<file path="src/hdl/sit_pkg.sv">
// ----------------------------------------------------------------------------
// sit_pkg: shared types and constants of the sorted identifier table
// Holds the status codes, the controller states and the control word that
// the controller broadcasts to every table cell.
// ----------------------------------------------------------------------------
`default_nettype none

package sit_pkg;

    // Default number of cells in the table.
    localparam int CAPACITY_DEF = 16;

    // Widths of the word fields.
    localparam int ID_W     = 16;
    localparam int STATUS_W = 2;
    localparam int COUNT_W  = 5;

    // Operation codes.
    localparam logic OP_INSERT = 1'b0;
    localparam logic OP_REMOVE = 1'b1;

    // Result status codes.
    typedef enum logic [STATUS_W-1:0] {
        STATUS_DONE      = 2'd0,
        STATUS_DUPLICATE = 2'd1,
        STATUS_ABSENT    = 2'd2,
        STATUS_FULL      = 2'd3
    } status_t;

    // Controller states.
    typedef enum logic [1:0] {
        ST_IDLE,
        ST_COMPARE,
        ST_APPLY
    } state_t;

    // Control word broadcast to all cells.
    typedef struct packed {
        logic            compare;   // latch compare flags against pid
        logic            shift_in;  // commit an insert
        logic            shift_out; // commit a remove
        logic [ID_W-1:0] pid;       // identifier under work
    } cell_ctrl_t;

endpackage : sit_pkg

`default_nettype wire

</file>
<file path="src/hdl/sorted_id_table.sv">
// ----------------------------------------------------------------------------
// sorted_id_table: ascending set of process identifiers in a row of cells
// Inserts or removes one identifier per command and reports a status and the
// entry count after the operation.
//
//   Channel  Handshake        Fields
//   -------  ---------------  --------------------------
//   command  start / busy     opcode, process_id
//   result   done (strobe)    status, entry_count
//
// A command is taken when start is high and busy is low. It passes through
// the compare step, where every cell latches its flags, and then the apply
// step, where every cell shifts at once; the result word shows in the cycle
// after the apply step for exactly one cycle. A new command can be taken in
// the cycle the result shows; busy holds off a new command until then.
// Reset empties the table at once; there is no clearing pass. The result
// cannot be stalled.
// ----------------------------------------------------------------------------
`default_nettype none

module sorted_id_table #(
    parameter int CAPACITY = sit_pkg::CAPACITY_DEF
) (
    input  wire logic                         clk,
    input  wire logic                         rst_n,
    input  wire logic                         start,
    output logic                              busy,
    input  wire logic                         opcode,
    input  wire logic [sit_pkg::ID_W-1:0]     process_id,
    output logic                              done,
    output logic [sit_pkg::STATUS_W-1:0]      status,
    output logic [sit_pkg::COUNT_W-1:0]       entry_count
);

    localparam int CNT_W = $clog2(CAPACITY + 1);

    sit_pkg::state_t             state_reg;
    sit_pkg::state_t             state_next;
    logic                        op_reg;
    logic [sit_pkg::ID_W-1:0]    pid_reg;
    logic [CNT_W-1:0]            count_reg;
    logic [CNT_W-1:0]            count_next;
    logic                        done_reg;
    logic                        done_next;
    sit_pkg::status_t            status_reg;
    sit_pkg::status_t            status_next;
    logic [sit_pkg::COUNT_W-1:0] entry_count_reg;
    logic [sit_pkg::COUNT_W-1:0] entry_count_next;

    sit_pkg::cell_ctrl_t         ctrl;
    logic                        accept;
    logic                        found;
    logic                        full;
    logic                        ins_ok;
    logic                        rem_ok;

    logic [CAPACITY-1:0]         lt_vec;
    logic [CAPACITY-1:0]         eq_vec;
    logic [CAPACITY-1:0]         occ_vec;
    logic [sit_pkg::ID_W-1:0]    id_vec [CAPACITY];

    assign accept = start && (state_reg == sit_pkg::ST_IDLE);
    assign found  = |eq_vec;
    assign full   = occ_vec[CAPACITY-1];
    assign ins_ok = (state_reg == sit_pkg::ST_APPLY) && (op_reg == sit_pkg::OP_INSERT)
                    && !found && !full;
    assign rem_ok = (state_reg == sit_pkg::ST_APPLY) && (op_reg == sit_pkg::OP_REMOVE)
                    && found;

    // Row of cells, each linked to its two neighbors.
    generate
        for (genvar i = 0; i < CAPACITY; i++)
        begin : g_cell
            logic                     left_lt;
            logic [sit_pkg::ID_W-1:0] left_id;
            logic                     left_occ;
            logic [sit_pkg::ID_W-1:0] right_id;
            logic                     right_occ;

            if (i == 0)
            begin : g_head
                assign left_lt  = 1'b0;
                assign left_id  = pid_reg;
                assign left_occ = 1'b0;
            end
            else
            begin : g_body
                assign left_lt  = lt_vec[i-1];
                assign left_id  = id_vec[i-1];
                assign left_occ = occ_vec[i-1];
            end

            if (i == CAPACITY - 1)
            begin : g_tail
                assign right_id  = pid_reg;
                assign right_occ = 1'b0;
            end
            else
            begin : g_inner
                assign right_id  = id_vec[i+1];
                assign right_occ = occ_vec[i+1];
            end

            sit_cell u_cell (
                .clk       (clk),
                .rst_n     (rst_n),
                .ctrl      (ctrl),
                .first     (i == 0),
                .left_lt   (left_lt),
                .left_id   (left_id),
                .left_occ  (left_occ),
                .right_id  (right_id),
                .right_occ (right_occ),
                .lt        (lt_vec[i]),
                .eq        (eq_vec[i]),
                .id        (id_vec[i]),
                .occ       (occ_vec[i])
            );
        end
    endgenerate

    // Next state.
    always_comb
    begin
        state_next = state_reg;
        unique case (state_reg)
            sit_pkg::ST_IDLE:
            begin
                if (start)
                begin
                    state_next = sit_pkg::ST_COMPARE;
                end
            end
            sit_pkg::ST_COMPARE: state_next = sit_pkg::ST_APPLY;
            sit_pkg::ST_APPLY:   state_next = sit_pkg::ST_IDLE;
            default:             state_next = sit_pkg::ST_IDLE;
        endcase
    end

    // Controller outputs: cell control word and busy.
    always_comb
    begin
        ctrl.compare   = 1'b0;
        ctrl.shift_in  = 1'b0;
        ctrl.shift_out = 1'b0;
        ctrl.pid       = pid_reg;
        busy           = 1'b1;
        unique case (state_reg)
            sit_pkg::ST_IDLE:    busy = 1'b0;
            sit_pkg::ST_COMPARE: ctrl.compare = 1'b1;
            sit_pkg::ST_APPLY:
            begin
                ctrl.shift_in  = ins_ok;
                ctrl.shift_out = rem_ok;
            end
            default:             busy = 1'b1;
        endcase
    end

    // Status, count and result word.
    always_comb
    begin
        count_next = count_reg;
        if (ins_ok)
        begin
            count_next = count_reg + CNT_W'(1);
        end
        else if (rem_ok)
        begin
            count_next = count_reg - CNT_W'(1);
        end

        if (op_reg == sit_pkg::OP_INSERT)
        begin
            if (found)
            begin
                status_next = sit_pkg::STATUS_DUPLICATE;
            end
            else if (full)
            begin
                status_next = sit_pkg::STATUS_FULL;
            end
            else
            begin
                status_next = sit_pkg::STATUS_DONE;
            end
        end
        else
        begin
            status_next = found ? sit_pkg::STATUS_DONE : sit_pkg::STATUS_ABSENT;
        end

        done_next        = (state_reg == sit_pkg::ST_APPLY);
        entry_count_next = sit_pkg::COUNT_W'(count_next);
    end

    // Control registers.
    always_ff @(posedge clk or negedge rst_n)
    begin
        if (!rst_n)
        begin
            state_reg <= sit_pkg::ST_IDLE;
            count_reg <= '0;
            done_reg  <= 1'b0;
        end
        else
        begin
            state_reg <= state_next;
            count_reg <= count_next;
            done_reg  <= done_next;
        end
    end

    // Command and result payload registers.
    always_ff @(posedge clk)
    begin
        if (accept)
        begin
            op_reg  <= opcode;
            pid_reg <= process_id;
        end
        if (done_next)
        begin
            status_reg      <= status_next;
            entry_count_reg <= entry_count_next;
        end
    end

    assign done        = done_reg;
    assign status      = status_reg;
    assign entry_count = entry_count_reg;

`ifndef SYNTHESIS
    // The count register tracks the number of occupied cells.
    a_count_matches: assert property (@(posedge clk) disable iff (!rst_n)
        $countones(occ_vec) == 32'(count_reg))
        else $error("entry count disagrees with occupied cells");

    // Occupied cells always form a prefix starting at cell zero.
    a_occ_prefix: assert property (@(posedge clk) disable iff (!rst_n)
        ((occ_vec + CAPACITY'(1)) & occ_vec) == '0)
        else $error("occupied cells are not a prefix");

    // Every apply step is followed by exactly one result strobe.
    a_apply_done: assert property (@(posedge clk) disable iff (!rst_n)
        (state_reg == sit_pkg::ST_APPLY) |=> done)
        else $error("apply step gave no result");

    // A result strobe only follows an apply step.
    a_done_origin: assert property (@(posedge clk) disable iff (!rst_n)
        done |-> $past(state_reg == sit_pkg::ST_APPLY))
        else $error("result strobe without apply step");
`endif

endmodule : sorted_id_table

`default_nettype wire

</file>
<file path="src/hdl/sit_cell.sv">
// ----------------------------------------------------------------------------
// sit_cell: one cell of the sorted identifier table
// Holds one identifier and its occupied bit, compares it with the broadcast
// identifier, and on a commit keeps its value or takes a neighbor's.
// ----------------------------------------------------------------------------
`default_nettype none

module sit_cell (
    input  wire logic                     clk,
    input  wire logic                     rst_n,
    input  wire sit_pkg::cell_ctrl_t      ctrl,
    input  wire logic                     first,     // this is cell zero
    input  wire logic                     left_lt,
    input  wire logic [sit_pkg::ID_W-1:0] left_id,
    input  wire logic                     left_occ,
    input  wire logic [sit_pkg::ID_W-1:0] right_id,
    input  wire logic                     right_occ,
    output logic                          lt,
    output logic                          eq,
    output logic [sit_pkg::ID_W-1:0]      id,
    output logic                          occ
);

    logic                     lt_reg;
    logic                     lt_next;
    logic                     eq_reg;
    logic                     eq_next;
    logic                     occ_reg;
    logic                     occ_next;
    logic [sit_pkg::ID_W-1:0] id_reg;
    logic [sit_pkg::ID_W-1:0] id_next;

    // Compare flags: only an occupied cell can be below or equal to pid.
    always_comb
    begin
        lt_next = lt_reg;
        eq_next = eq_reg;
        if (ctrl.compare)
        begin
            lt_next = occ_reg && (id_reg < ctrl.pid);
            eq_next = occ_reg && (id_reg == ctrl.pid);
        end
    end

    // Commit: cells below pid stay; the rest shift toward or away from zero.
    always_comb
    begin
        id_next  = id_reg;
        occ_next = occ_reg;
        if (ctrl.shift_in && !lt_reg)
        begin
            if (first || left_lt)
            begin
                id_next  = ctrl.pid;
                occ_next = 1'b1;
            end
            else
            begin
                id_next  = left_id;
                occ_next = left_occ;
            end
        end
        else if (ctrl.shift_out && !lt_reg)
        begin
            id_next  = right_id;
            occ_next = right_occ;
        end
    end

    // Control flags with reset.
    always_ff @(posedge clk or negedge rst_n)
    begin
        if (!rst_n)
        begin
            lt_reg  <= 1'b0;
            eq_reg  <= 1'b0;
            occ_reg <= 1'b0;
        end
        else
        begin
            lt_reg  <= lt_next;
            eq_reg  <= eq_next;
            occ_reg <= occ_next;
        end
    end

    // Identifier storage needs no reset.
    always_ff @(posedge clk)
    begin
        id_reg <= id_next;
    end

    assign lt  = lt_reg;
    assign eq  = eq_reg;
    assign id  = id_reg;
    assign occ = occ_reg;

endmodule : sit_cell

`default_nettype wire
</file>
<file path="config.mk">
export PLATFORM = sky130hd
export DESIGN_NAME = sorted_id_table
export DESIGN_NICKNAME = d
export VERILOG_FILES = /design/src/hdl/sit_pkg.sv /design/src/hdl/sorted_id_table.sv /design/src/hdl/sit_cell.sv
export SDC_FILE = /design/constraint.sdc
export NUM_CORES = 1
export LEC_CHECK = 0
export BUFFER_PORTS_ARGS = -buffer_cell sky130_fd_sc_hd__buf_2
export CAP_MARGIN = 20
export CORE_MARGIN = 2
export CORE_UTILIZATION = 34
export CTS_BUF_LIST = sky130_fd_sc_hd__clkbuf_4 sky130_fd_sc_hd__clkbuf_8
export CTS_CLUSTER_SIZE = 24
export DETAILED_ROUTE_END_ITERATION = 6
export GPL_ROUTABILITY_DRIVEN = 0
export PLACE_DENSITY = 0.47
export SKIP_LAST_GASP = 1
export SYNTH_ARGS = -nofsm -noshare
export SYNTH_HDL_FRONTEND = slang
export SYNTH_SLANG_ARGS = --single-unit
export TNS_END_PERCENT = 10
</file>
<file path="constraint.sdc">
create_clock -name clk -period 3.4 [get_ports clk]
set_input_delay 0.17 -clock clk [delete_from_list [all_inputs] [get_ports clk]]
set_output_delay 0.17 -clock clk [all_outputs]
set_load 0.05 [all_outputs]
</file>
==> flow_summary.toml <==
[run_status]
status = "complete, but fails checks"
failed_checks = "DRC"

[clock_tree]
cts_resized = 0
root_buffer = "clkbuf_8"
cts_tree = "yes"
path_clk_slew_ns = 0.06
cts_made_buffers = 66
cts.path.max_buffers = 3
postCtsSetupRepairBufs = 0
htree_levels = 3
cts.sinks = 336
cts_hold_buf = 19
clk-insertion-delay-late_ns = 0.66

[routing]
drc = 8
drtAntennaViolNets = 0
dr_total_vias = 17000
routed_via_density = 5.57
drtIter0Drc = 1393
wire_per_inst_um = 24.8
first_pass_iters = 7
drt-total-wl_mm = 75.4

[synth]
ys_async_sr_fraction = 0.167
ys_seq_area_frac = 0.452
syn_area_um2 = 21700
avgSynthCellArea_um2 = 10.4
synth.most_common_cell = "nand2_1"
synth.distinct_cells = 60
synth_top_area_share = 0.387
ys.flop_type = "edfxtp_1"
synth_seq_cells = 336
syn_nets = 2358
synthTopCellsByCount = "315 x nand2_1, 282 x o21ai_0, 280 x edfxtp_1"
ys_top_cells_by_area = "edfxtp_1 39%, ha_1 15%, mux2i_1 10%"
yosysTopAreaCell = "edfxtp_1"
synth-edff-count = 280
syn_inst = 2080
ys_warn_count = 0

[critical_path]
path_cells = "buf_4, inv_1, buf_4, ha_1, nand4_1, nor2_1, nand4_1, o41ai_1"
cp-start-kind = "flip-flop"
r2r_cells = 8
required_ns = 3.86
cp.arrival_ns = 3.40
crit_buf_inv = 3
r2r-start = "g_cell[0].left_id[9]"
crit_path_max_incr_delay_ns = 0.58
end_kind = "flip-flop"
rrSetupSlack_ns = 0.46
crit_fanout = 17
worstSetupPathType = "reg2reg"
r2r-end = "g_cell[12].u_cell.eq"
crit_family = "buffers and inverters"
crit_path_top_delay_cell = "o41ai_1"

[power_and_ir_drop]
switchingPower_w = 0.00485
p_sw_frac = 0.350
p_comb_frac = 0.291
pwr-share-clk = 0.311
power.leakage_nw = 10.3
intPower_w = 0.00901
irDropWorstVdd_uv = 324
powerDensity_nw_per_um2 = 564
seq_power_share = 0.398

[layout]
largest_register_ffs = 256
fillCellCount = 6297
final_core_util = 0.389
nNetsFinal = 2426
syn_to_final_growth_pct = 13.1
antenna_cells = 0
layout-drive-gt1-share = 0.128

[timing]
worstMarginPinSlew_ns = 1.06
fmax_mhz = 340
setup_viol = 0
max_slew_margin = 0.290
clock_skew_ns = 0.0332
finalHoldViolCount = 0
finalMaxSlewViolations = 0
rsz0062_at_grt = "false"
fin_crit_sh = 0.864
setup-tns-final_ns = 0
finalCriticalPeriod_ns = 2.94

[grt]
grt_overflow = 0
grtUsageTotal = 0.227
grt_max_degree = 57
antenna_found_initial = 2
grt_pass1_vias = 17400
grt_pass1_wl_mm = 112

[die]
io_pins = 29
coreArea_um2 = 63100
rows = 92
die_height_um = 257
design.die.area_um2 = 65900
die_w_um = 257
start_util = 0.344

[run]
cap_violations = 0

[place]
portBuffers = 28
place_hpwl_mm = 53.5

[min_path]
hold_path.class = "in2async"
[power groups by stage]
stage	Clock (W)	Combinational, W	Sequential [W]
3_5_place_dp	0	0.00400	0.00559
2_1_floorplan	0	0.00290	0.00538
3_3_place_gp	0	0.00392	0.00559
6_report	0.00431	0.00404	0.00552
5_1_grt	0.00459	0.00442	0.00556
4_1_cts	0.00441	0.00403	0.00551
[cell type report]
class,count,area (µm²),share of cell area
repair buffers,133,991,0.0403
inverters,65,244,0.00993
multi-input cells,1546,11100,0.453
flip-flops and latches,336,9810,0.399
clock inverters,21,166,0.00677
clock buffers,99,1180,0.0481
well taps,846,1060,0.0431
[worst register-to-register path, delay by kind of cell, from the launching register on]
kind | cells | cell delay, ns
AND/OR/NAND/NOR | 3 | 0.55
flip-flops | 1 | 0.33
AO/OA/AOI/OAI | 1 | 0.58
buffers and inverters | 3 | 0.96
adder cells (fa/ha/maj) | 1 | 0.33
[logic make-up (layout without fill, tap and decap cells)]
group,count (synthesis),in the layout,share of synthesized area
AOI/OAI and AO/OA,479,479,0.123
xor gates and xnor gates,4,4,0.00161
adders and majority gates,258,258,0.149
buffers and inverters,198,318,0.0369
DFF,336,336,0.452
muxes,254,254,0.120
and+or+nand+nor,551,551,0.118
[placed cells by master (no fill, tap or decap), types with 5 or more instances in the layout]
| cell | instances |
|---|---|
| a21o_1 | 22 |
| a21oi_1 | 118 |
| a22oi_1 | 6 |
| a32o_1 | 12 |
| and4_1 | 9 |
| buf_2 | 27 |
| buf_4 | 86 |
| clkbuf_4 | 29 |
| clkbuf_8 | 70 |
| clkinv_1 | 5 |
| clkinv_2 | 8 |
| dfrtp_1 | 56 |
| dlygate4sd3_1 | 19 |
| edfxtp_1 | 280 |
| ha_1 | 258 |
| inv_1 | 65 |
| mux2_2 | 21 |
| mux2_4 | 8 |
| mux2i_1 | 224 |
| nand2_1 | 315 |
| nand3_1 | 34 |
| nand4_1 | 48 |
| nor2_1 | 54 |
| nor3_1 | 37 |
| nor4_1 | 14 |
| o211a_1 | 12 |
| o21ai_0 | 279 |
| or3_2 | 11 |
[metrics by stage]
| stage | setup WS [ns] | hold WS (ns) | cell area (µm²) | power [W] | instances |
|---|---|---|---|---|---|
| finish | 0.463 | 0.209 | 24600 | 0.0139 | 3046 |
| global placement | 0.619 | 0.347 | 23000 | 0.00951 | 2907 |
| floorplan | 0.440 | -0.126 | 21700 | 0.00827 | 2080 |
| CTS | 0.503 | 0.176 | 24600 | 0.0139 | 3046 |
| detailed placement | 0.598 | 0.348 | 23000 | 0.00959 | 2907 |
| global route | 0.373 | 0.186 | 24600 | 0.0146 | 3046 |
[worst max path at each step]
stage | from | to | slack, ns | cells past startpoint
6_report | g_cell[0].left_id[9] | g_cell[12].u_cell.eq | 0.46 | 8
5_1_grt | g_cell[0].left_id[9] | g_cell[12].u_cell.eq | 0.37 | 8
4_1_cts | g_cell[0].left_id[9] | g_cell[12].u_cell.eq | 0.50 | 8
3_5_place_dp | g_cell[15].u_cell.occ | g_cell[9].u_cell.id[13] | 0.60 | 6
3_3_place_gp | g_cell[15].u_cell.occ | g_cell[8].u_cell.id[8] | 0.62 | 6
2_1_floorplan | op_reg | g_cell[1].u_cell.id[0] | 0.44 | 7
[per-layer routing]
layer,global-route usage,part of all wire,vias up
met4,0.0648,0.026,0
met5,0,0,-
li1,-,-,7896
met1,0.301,0.44,8403
met3,0.0394,0.056,128
met2,0.381,0.48,537
Power figures use the tool's default switching activity.
